<file path="config.mk">
export PLATFORM = sky130hd
export DESIGN_NAME = header_line_field_locator
export DESIGN_NICKNAME = d
export VERILOG_FILES = /design/src/sv/hlfl_pkg.sv /design/src/sv/hlfl_line_tracker.sv /design/src/sv/header_line_field_locator.sv
export SDC_FILE = /design/constraint.sdc
export NUM_CORES = 1
export LEC_CHECK = 0
export ABC_AREA = 1
export BUFFER_PORTS_ARGS = -buffer_cell sky130_fd_sc_hd__buf_2
export CORE_MARGIN = 2
export CORE_UTILIZATION = 57
export CTS_BUF_LIST = sky130_fd_sc_hd__clkbuf_4 sky130_fd_sc_hd__clkbuf_8
export DETAILED_ROUTE_END_ITERATION = 8
export PLACE_DENSITY = 0.79
export SLEW_MARGIN = 25
export SYNTH_ARGS = -nofsm -noshare
export SYNTH_HDL_FRONTEND = slang
export SYNTH_SLANG_ARGS = --single-unit
</file>
<file path="constraint.sdc">
create_clock -name aclk -period 3.86 [get_ports aclk]
set_input_delay 0.193 -clock aclk [delete_from_list [all_inputs] [get_ports aclk]]
set_output_delay 0.193 -clock aclk [all_outputs]
set_load 0.05 [all_outputs]
</file>
<file path="src/sv/hlfl_pkg.sv">
// Package for the header line field locator: widths, codes and helper functions.
`timescale 1ns / 1ps

package hlfl_pkg;

    localparam int FIELD_W  = 14;
    localparam int POS_W    = FIELD_W;
    localparam int MAX_LINE = 8192;
    localparam logic [POS_W-1:0] LINE_LIMIT = POS_W'(MAX_LINE);

    localparam logic [7:0] CHAR_COLON = 8'h3A;
    localparam logic [7:0] CHAR_CR    = 8'h0D;
    localparam logic [7:0] CHAR_LF    = 8'h0A;
    localparam logic [7:0] CHAR_SPACE = 8'h20;
    localparam logic [7:0] CHAR_TAB   = 8'h09;

    typedef enum logic [1:0] {
        ST_OK          = 2'd0,
        ST_MALFORMED   = 2'd1,
        ST_END_HEADERS = 2'd2,
        ST_TOO_LONG    = 2'd3
    } status_t;

    typedef enum logic [1:0] {
        REG_NAME_LIMIT  = 2'd0,
        REG_VALUE_LIMIT = 2'd1
    } reg_index_t;

    // Positions collected for one finished line.
    typedef struct packed {
        logic             overflowed;
        logic             eoh;
        logic             colon_seen;
        logic [POS_W-1:0] colon_position;
        logic             value_started;
        logic [POS_W-1:0] value_start;
        logic [POS_W-1:0] value_end;
        logic [POS_W-1:0] line_len;
    } line_sum_t;

    function automatic logic is_ws(input logic [7:0] c);
        is_ws = (c == CHAR_SPACE) || ((c >= CHAR_TAB) && (c <= CHAR_CR));
    endfunction

    // Zero limit behaves as one.
    function automatic logic [FIELD_W-1:0] clamp_len(input logic [FIELD_W-1:0] len,
                                                     input logic [FIELD_W-1:0] limit);
        logic [FIELD_W-1:0] lim;
        lim = (limit == '0) ? FIELD_W'(1) : limit;
        clamp_len = (len >= lim) ? (lim - FIELD_W'(1)) : len;
    endfunction

endpackage

</file>
<file path="src/sv/hlfl_line_tracker.sv">
// Per-byte line state tracker with a registered line summary stage.
`timescale 1ns / 1ps

module hlfl_line_tracker import hlfl_pkg::*; (
    input  logic      aclk,
    input  logic      aresetn,
    input  logic      in_valid,
    output logic      in_ready,
    input  logic [7:0] in_byte,
    input  logic      in_last,
    output line_sum_t sum,
    output logic      sum_valid,
    input  logic      sum_ready
);

    logic [POS_W-1:0] byte_count_reg, byte_count_next;
    logic             colon_seen_reg, colon_seen_next;
    logic [POS_W-1:0] colon_position_reg, colon_position_next;
    logic             value_started_reg, value_started_next;
    logic [POS_W-1:0] value_start_reg, value_start_next;
    logic [POS_W-1:0] value_end_reg, value_end_next;
    logic             first_was_cr_reg, first_was_cr_next;
    logic             overflowed_reg, overflowed_next;
    logic             sum_valid_reg, sum_valid_next;
    line_sum_t        sum_reg, sum_next;
    logic             eoh;
    logic             accept;
    logic [POS_W-1:0] pos_inc;

    assign in_ready  = !sum_valid_reg || sum_ready;
    assign accept    = in_valid && in_ready;
    assign sum       = sum_reg;
    assign sum_valid = sum_valid_reg;
    assign pos_inc   = byte_count_reg + POS_W'(1);

    always_comb begin
        byte_count_next     = byte_count_reg;
        colon_seen_next     = colon_seen_reg;
        colon_position_next = colon_position_reg;
        value_started_next  = value_started_reg;
        value_start_next    = value_start_reg;
        value_end_next      = value_end_reg;
        first_was_cr_next   = first_was_cr_reg;
        overflowed_next     = overflowed_reg;
        eoh                 = 1'b0;

        if (byte_count_reg == LINE_LIMIT) begin
            overflowed_next = 1'b1;
        end else begin
            if (byte_count_reg == '0) begin
                first_was_cr_next = (in_byte == CHAR_CR);
            end
            eoh = (byte_count_reg == POS_W'(1)) && first_was_cr_reg && (in_byte == CHAR_LF);
            if (!colon_seen_reg) begin
                if (in_byte == CHAR_COLON) begin
                    colon_seen_next     = 1'b1;
                    colon_position_next = byte_count_reg;
                end
            end else if (!is_ws(in_byte)) begin
                if (!value_started_reg) begin
                    value_started_next = 1'b1;
                    value_start_next   = byte_count_reg;
                end
                value_end_next = pos_inc;
            end
            byte_count_next = pos_inc;
        end

        sum_next.overflowed     = overflowed_next;
        sum_next.eoh            = eoh;
        sum_next.colon_seen     = colon_seen_next;
        sum_next.colon_position = colon_position_next;
        sum_next.value_started  = value_started_next;
        sum_next.value_start    = value_start_next;
        sum_next.value_end      = value_end_next;
        sum_next.line_len       = byte_count_next;

        sum_valid_next = sum_valid_reg && !sum_ready;
        if (accept && in_last) begin
            sum_valid_next = 1'b1;
        end
    end

    always_ff @(posedge aclk) begin
        if (!aresetn) begin
            byte_count_reg     <= '0;
            colon_seen_reg     <= 1'b0;
            colon_position_reg <= '0;
            value_started_reg  <= 1'b0;
            value_start_reg    <= '0;
            value_end_reg      <= '0;
            first_was_cr_reg   <= 1'b0;
            overflowed_reg     <= 1'b0;
            sum_valid_reg      <= 1'b0;
        end else begin
            sum_valid_reg <= sum_valid_next;
            if (accept) begin
                if (in_last) begin
                    byte_count_reg     <= '0;
                    colon_seen_reg     <= 1'b0;
                    colon_position_reg <= '0;
                    value_started_reg  <= 1'b0;
                    value_start_reg    <= '0;
                    value_end_reg      <= '0;
                    first_was_cr_reg   <= 1'b0;
                    overflowed_reg     <= 1'b0;
                end else begin
                    byte_count_reg     <= byte_count_next;
                    colon_seen_reg     <= colon_seen_next;
                    colon_position_reg <= colon_position_next;
                    value_started_reg  <= value_started_next;
                    value_start_reg    <= value_start_next;
                    value_end_reg      <= value_end_next;
                    first_was_cr_reg   <= first_was_cr_next;
                    overflowed_reg     <= overflowed_next;
                end
            end
        end
    end

    always_ff @(posedge aclk) begin
        if (accept && in_last) begin
            sum_reg <= sum_next;
        end
    end

    a_count_bounded: assert property (@(posedge aclk) disable iff (!aresetn)
        byte_count_reg <= LINE_LIMIT)
        else $error("byte counter past line limit");

    a_value_after_colon: assert property (@(posedge aclk) disable iff (!aresetn)
        value_started_reg |-> colon_seen_reg && (value_end_reg > value_start_reg)
                              && (value_start_reg > colon_position_reg))
        else $error("value positions inconsistent");

    a_sum_held: assert property (@(posedge aclk) disable iff (!aresetn)
        sum_valid_reg && !sum_ready |=> sum_valid_reg && $stable(sum_reg))
        else $error("line summary lost while stalled");

endmodule

</file>
<file path="src/sv/header_line_field_locator.sv">
// Top level of the header line field locator: config registers and result stage.
`timescale 1ns / 1ps

// Takes one header line byte per cycle on the s_ stream (s_tlast on the line's final byte)
// and returns one request per line on the m_ stream, through the tracker's line summary register
// and then the output register. The line tracker updates its counters and positions as each byte
// is taken, so the sustained rate is one byte per clock; s_tready drops only while an untaken
// result sits in the output register and another finished line waits behind it. The result
// carries the status in m_tuser and the name length, value offset and trimmed value length in
// m_tdata; the bytes themselves are not stored. The user must write name_limit and value_limit
// through the cfg_ port while no line is in flight; the block itself does not enforce this.

module header_line_field_locator import hlfl_pkg::*; (
    input  logic               aclk,
    input  logic               aresetn,
    input  logic               cfg_wr_en,
    input  logic [1:0]         cfg_index,
    input  logic [FIELD_W-1:0] cfg_wdata,
    input  logic               s_tvalid,
    output logic               s_tready,
    input  logic [7:0]         s_tdata,   // [7:0] line_byte
    input  logic               s_tlast,   // last_byte
    output logic               m_tvalid,
    input  logic               m_tready,
    output logic [47:0]        m_tdata,   // [13:0] name_length, [27:14] value_offset,
                                          // [41:28] value_length, [47:42] zero
    output logic [1:0]         m_tuser    // [1:0] status
);

    logic [FIELD_W-1:0] name_limit_reg, value_limit_reg;
    line_sum_t          sum;
    logic               sum_valid;
    logic               out_free;
    logic               m_valid_reg, m_valid_next;
    status_t            status_reg, status_next;
    logic [FIELD_W-1:0] name_length_reg, name_length_next;
    logic [FIELD_W-1:0] value_offset_reg, value_offset_next;
    logic [FIELD_W-1:0] value_length_reg, value_length_next;

    hlfl_line_tracker u_tracker (
        .aclk      (aclk),
        .aresetn   (aresetn),
        .in_valid  (s_tvalid),
        .in_ready  (s_tready),
        .in_byte   (s_tdata),
        .in_last   (s_tlast),
        .sum       (sum),
        .sum_valid (sum_valid),
        .sum_ready (out_free)
    );

    always_ff @(posedge aclk) begin
        if (!aresetn) begin
            name_limit_reg  <= FIELD_W'(256);
            value_limit_reg <= FIELD_W'(4096);
        end else if (cfg_wr_en) begin
            case (cfg_index)
                REG_NAME_LIMIT:  name_limit_reg  <= cfg_wdata;
                REG_VALUE_LIMIT: value_limit_reg <= cfg_wdata;
                default: ;
            endcase
        end
    end

    assign out_free = !m_valid_reg || m_tready;

    always_comb begin
        status_next       = ST_OK;
        name_length_next  = '0;
        value_offset_next = '0;
        value_length_next = '0;
        if (sum.overflowed) begin
            status_next = ST_TOO_LONG;
        end else if (sum.eoh && (sum.line_len == POS_W'(2))) begin
            status_next = ST_END_HEADERS;
        end else if (!sum.colon_seen || (sum.colon_position == '0)) begin
            status_next = ST_MALFORMED;
        end else begin
            name_length_next = clamp_len(sum.colon_position, name_limit_reg);
            if (sum.value_started) begin
                value_offset_next = sum.value_start;
                value_length_next = clamp_len(sum.value_end - sum.value_start,
                                              value_limit_reg);
            end else begin
                value_offset_next = sum.line_len;
            end
        end
        m_valid_next = out_free ? sum_valid : m_valid_reg;
    end

    always_ff @(posedge aclk) begin
        if (!aresetn) begin
            m_valid_reg <= 1'b0;
        end else begin
            m_valid_reg <= m_valid_next;
        end
    end

    always_ff @(posedge aclk) begin
        if (out_free && sum_valid) begin
            status_reg       <= status_next;
            name_length_reg  <= name_length_next;
            value_offset_reg <= value_offset_next;
            value_length_reg <= value_length_next;
        end
    end

    assign m_tvalid = m_valid_reg;
    assign m_tuser  = status_reg;
    assign m_tdata  = {6'd0, value_length_reg, value_offset_reg, name_length_reg};

    a_error_fields_zero: assert property (@(posedge aclk) disable iff (!aresetn)
        m_valid_reg && (status_reg != ST_OK) |->
            (name_length_reg == '0) && (value_offset_reg == '0) && (value_length_reg == '0))
        else $error("non-ok result with nonzero fields");

    a_name_clamped: assert property (@(posedge aclk) disable iff (!aresetn)
        m_valid_reg && (status_reg == ST_OK) |->
            (name_length_reg < name_limit_reg) || (name_length_reg == '0))
        else $error("name length not clamped");

    a_value_after_name: assert property (@(posedge aclk) disable iff (!aresetn)
        m_valid_reg && (status_reg == ST_OK) |-> value_offset_reg > name_length_reg)
        else $error("value offset not past name");

endmodule

</file>
Word level (Yosys, flattened, before mapping). Cells that the tools add are included.

Bits in latches: 0. Flip-flop bits (word level): 194. Bits of input ports: 30. Memories kept: 0. Bits in writable memories: 0. Bits in read-only memories: 0.

Reductions and logical operators: 28. Multipliers: 0. Multiplexer cells: 36. Shift-type cells: 0. Bitwise operators: 1. Order comparisons: 4. Div/mod/pow operators: 0. Eq/ne operators: 9. Add/sub/neg operators: 4.

Operators with widths (number): $mux 14 (20); $logic_not 14->1 (4); $ge 14x14->1 (2); $sub 14x1->14 const B (2); $eq 8x4->1 const B (2); $eq 8x6->1 const B (2); $mux 1 (16); $add 14x1->14 const B (1); $eq 14x1->1 const B (1); $eq 14x14->1 const B (1); $eq 14x2->1 const B (1); $sub 14x14->14 (1); $ge 8x4->1 const B (1); $le 8x4->1 const B (1); $logic_and 1x1->1 (8); $logic_not 1->1 (4); $logic_or 1x1->1 (4); $reduce_and 2->1 (2); $reduce_or 4->1 (1); $reduce_and 3->1 (1); $reduce_or 3->1 (1); $eq 2x1->1 const B (1); $logic_not 2->1 (1); $ne 2x2->1 const B (1); 3 further kinds (3).

Longest topological paths before layout.
Depth after elaboration: 7. Mapped depth: 22. Gate-level depth less buffers: 22.

By module. From an unflattened synthesis, not the netlist that was laid out.

Cells, all modules: 1448. Area total of the unflattened synthesis: 11134.4 µm².

Modules (own cells, without submodules): hlfl_line_tracker (instances 1, cells each 665, area each 5701.7 µm²); header_line_field_locator (instances 1, cells each 783, area each 5432.7 µm²).

Least setup slack after synthesis. Ideal clock, no wire load.

Kind: flip-flop to flip-flop. Start point: register m_valid_reg (netlist: m_tvalid). End point: register u_tracker.first_was_cr_reg. Period minus slack after synthesis: 4.484 ns. Buffers on the path: 0. Library setup time: 0.070 ns. Stages on the path, launching flop included: 10. Slack: -0.624 ns. Required time: 3.790 ns. Data arrival time: 4.414 ns. Cells stage by stage: dfxtp_1 nand2_1 nor2_1 inv_1 nand2_1 nor2_1 inv_1 o21ai_0 o21ai_0 a21oi_1.

Cells in the longest elaborated chain, start to end: 5.

Ends and longest elaborated chain: from (decl) (RTL line header_line_field_locator.sv:34) `logic m_valid_reg, m_valid_next;`; from (signal assigned) (RTL line header_line_field_locator.sv:95) `m_valid_reg <= m_valid_next;`; $logic_not 1->1 (RTL line header_line_field_locator.sv:65) `assign out_free = !m_valid_reg || m_tready;`; $logic_or 1x1->1 (RTL line header_line_field_locator.sv:65); $logic_or 1x1->1 (RTL line hlfl_line_tracker.sv:30) `assign in_ready = !sum_valid_reg || sum_ready;`; net s_tready (RTL line header_line_field_locator.sv:20) `output logic s_tready,`; $logic_and 1x1->1 (RTL line hlfl_line_tracker.sv:31) `assign accept = in_valid && in_ready;`; $reduce_and 3->1 (no source line); to (signal assigned) (RTL line hlfl_line_tracker.sv:114) `first_was_cr_reg <= first_was_cr_next;`; to (decl) (RTL line hlfl_line_tracker.sv:22) `logic first_was_cr_reg, first_was_cr_next;`.

The timed path passes the listed nets, and every way through them passes these cells. A chain may end at the register's enable or synchronous reset.

Worst setup path in the final report.
Start point: register u_tracker.sum_reg, in the netlist u_tracker.sum[28]. End point: register value_length_reg[13] (data pin).

Cells in the longest elaborated chain, start to end: 3.

Ends and longest elaborated chain: from (decl) (RTL line hlfl_line_tracker.sv:25) `line_sum_t sum_reg, sum_next;`; from (signal assigned) (RTL line hlfl_line_tracker.sv:123) `sum_reg <= sum_next;`; $sub 14x14->14 * (RTL line header_line_field_locator.sv:82) `value_length_next = clamp_len(sum.value_end - sum.value_start,`; $ge 14x14->1 (RTL line hlfl_pkg.sv:50) `clamp_len = (len >= lim) ? (lim - FIELD_W'(1)) : len;`; $mux 14 * (RTL line hlfl_pkg.sv:50); to (signal assigned) (RTL line header_line_field_locator.sv:104) `value_length_reg <= value_length_next;`; to (decl) (RTL line header_line_field_locator.sv:38) `logic [FIELD_W-1:0] value_length_reg, value_length_next;`.

Mark *: on every way between the ends. The rest lies on a longest branch, timed or not.

==> summary.md <==
| Metric | Value |
|---|---|
| Ant. Diodes | 0 |
| Pwr dens | 368 nW/um^2 |
| Cells after DPL | 1573 |
| Wirelength, routed | 25.7 mm |
| Static Leakage | 4.81 nW |
| Synth top area share | 30.0% |
| Crit path arrival time | 3550 ps |
| Post-DP HPWL | 19.0 mm |
| Main synth FF type | edfxtp_1 |
| Final Cell Area | 11400 sq um |
| Setup TNS | 0 ps |
| Largest net degree at the start of global routing | 61 |
| Die Ht | 139 um |
| Rel. slew slack | 44.6% |
| First-pass DRT Iterations | 5 |
| Post-DRT Antenna Nets | 0 |
| Routed vias/inst | 5.45 |
| Post-synth EDFFs | 104 |
| Initial antenna violation count | 0 |
| Async SR Flop Fraction | 0% |
| DP Area | 11000 sq um |
| Required time worst endpoint | 4100 ps |
| Inserted Clock Buffers | 17 |
| Distinct cell type count of the synthesized netlist | 40 |
| GRT met3 Usage | 3.87% |
| Sequential share of the synthesized area | 47.3% |
| Clock Tree Buf Depth | 2 |
| Post-Syn Area | 10400 sq um |
| Worst-Margin Slew | 829 ps |
| Clock network fraction of total power | 31.5% |
| Final setup skew | 13.8 ps |
| Final setup violation count | 0 |
| Fillers | 1533 |
| Peak Freq | 302 MHz |
| VDD IR-drop max | 0.241 mV |
| Pint | 2.98 mW |
| Mean area per synthesized cell | 7.98 sq um |
| Worst Setup End Kind | flip-flop |
| Final Cycle Share | 85.7% |
| TritonCTS clock tree | built |
| Share of layout cells above drive strength 1 | 11.2% |
| Gr usage total | 26.6% |
| GPL Wtd Cong | 0.944 |
| Combinational share of power | 14.4% |
| Via count | 8765 |
| Starting Density | 58.0% |
| Port Buffers | 75 |
| # rows | 49 |
| Status | complete, no violations |
| Routed WL per cell | 16.0 um |
| Sw frac | 28.9% |
| Most used routing layer | met2 |
| End-of-flow core utilization | 63.4% |
| H-tree Lvls | 4 |
| # nets final | 1442 |
| Core box area | 18000 sq um |
| IO Pins | 82 |
| Grt met1 use | 36.6% |
| Clock latency on the worst-skew pair | 470 ps |
| Startpoint Class | flip-flop |
| Max reg flops | 60 |
| Non-Filler Instances | 1607 |
| Top post-synthesis cells by area | edfxtp_1 30%, dfxtp_1 17%, nand2_1 12% |
| Seq cells post-synth | 194 |
| Top cell type by total area after synthesis | edfxtp_1 |
| Max-cap viol count | 0 |
| DR iter-0 viols | 885 |
| # hold bufs at CTS | 2 |
| Clk sinks | 194 |
| Kind of critical path | reg -> reg |
| Slew Limit Fails | 0 |
| Cts repair resizes | 0 |
| Vias in the first global route | 8096 |
| Area grow syn2layout | 9.27% |
| FF-to-FF setup slack | 550 ps |
| CTS root buf | clkbuf_8 |
| Fin crit period | 3310 ps |
| NetSw | 1.21 mW |
| Synth Instances | 1306 |
| Sequential group share of total power | 54.1% |
| RSZ-0062 raised after global routing | false |
| Die span in x | 139 um |
| Total Die Area | 19400 sq um |
| CP max FO | 14 |
| Final hold viol count | 0 |
| Met2 GRT Util | 43.1% |
| First-pass GRT wire length | 40.5 mm |
| Synthesis Warnings | 0 |
| Postcts setup bufs | 0 |
| Worst-path clk slew | 100 ps |
| Hold slack | 21.3 ps |
| DRC Markers | 0 |
| Grt total ovfl | 0 |
| HP Class | in -> reg |
through the flow:
| stage | worst slack [ps] | total power [mW] |
|---|---|---|
| floorplan | 418 | 2.74 |
| global placement | 661 | 2.89 |
| detailed placement | 570 | 2.90 |
| CTS | 546 | 4.20 |
| global route | 260 | 4.35 |
| finish | 550 | 4.19 |
power groups by stage:
stage | clock (mW) | sequential (mW) | combinational [mW]
after floorplan | 0 | 2.34 | 0.396
after CTS | 1.33 | 2.26 | 0.599
after global placement | 0 | 2.31 | 0.586
after global routing | 1.41 | 2.27 | 0.677
final | 1.32 | 2.26 | 0.604
after detailed placement | 0 | 2.31 | 0.594
logic make-up after synthesis:
kind of cell	count (synthesis)	share of synthesized area [%]
DFF	194	47.3
other	1	0.0360
and+or+nand+nor	610	25.3
adders and majority gates	47	5.72
buffers and inverters	211	8.22
AOI/OAI and AO/OA	217	11.2
xor gates and xnor gates	26	2.26
routing by layer:
layer  up-vias  wire length, um
met2       271            12100
li1       4396                -
met4         0              741
met5         -                0
met3        50             1350
met1      4048            11500
Yosys cell counts (2+ instances only):
library cell / instances
nor4_1: 4
xor2_1: 21
a22oi_1: 2
xnor2_1: 4
a211oi_1: 2
nor2_4: 2
a21oi_1: 131
buf_6: 2
nor2_1: 110
nand2_1: 331
and2_1: 24
dfxtp_1: 90
clkbuf_1: 23
nand4_1: 31
a21boi_0: 2
o21ai_2: 15
buf_4: 8
ha_1: 46
o21ai_0: 60
nor3_1: 15
nand3_1: 73
and3_1: 2
nand2_2: 6
nor2_2: 7
nand3b_1: 2
inv_1: 159
edfxtp_1: 104
buf_1: 3
buf_2: 15
o211ai_1: 2
path summary, 6_finish.rpt:
path	from	cells past startpoint	end
max	u_tracker.sum[28]	19	value_length_reg[13]
min	cfg_wdata[11]	3	value_limit_reg[11]
max reg2reg	u_tracker.sum[28]	19	value_length_reg[13]
min reg2reg	u_tracker.value_end_reg[4]	2	u_tracker.value_end_reg[4]
placed cells by master (no fill, tap or decap), types with 4 or more instances in the layout:
cell	instances
o21ai_0	60
dfxtp_1	90
a21oi_1	130
nand3_1	73
inv_1	159
inv_6	4
and2_1	24
nand2_1	330
buf_2	75
nor2_2	8
nor4_1	4
xor2_1	21
nand4_1	31
o21ai_2	15
nor3_1	15
buf_4	7
conb_1	6
nor2_1	107
edfxtp_1	104
ha_1	46
clkbuf_8	19
nor2_4	4
nand2_2	7
xnor2_1	4
worst max-delay path, cell delays in order, from the launching register on:
cell,delay [ps]
edfxtp_1,410
ha_1,220
fa_1,410
inv_1,70
nand3_1,80
nand2_1,100
nand2_1,50
nand2_1,130
nand2_1,80
nand3_1,90
nand2_1,90
ha_1,320
nand2_1,90
o21ai_0,100
nor2_1,130
nand3_1,100
inv_1,340
nand3_1,130
nand2_1,80
nor2_1,40
final cells by class:
type / instances / area [sq um] / share of cell area, %
multi-input cells: 906 / 4690 / 41.2
flip-flops and latches: 194 / 4920 / 43.3
inverters: 160 / 601 / 5.28
clock inverters: 12 / 120 / 1.06
repair buffers: 86 / 495 / 4.35
well taps: 229 / 287 / 2.52
clock buffers: 20 / 269 / 2.36
Power figures use the tool's default switching activity.
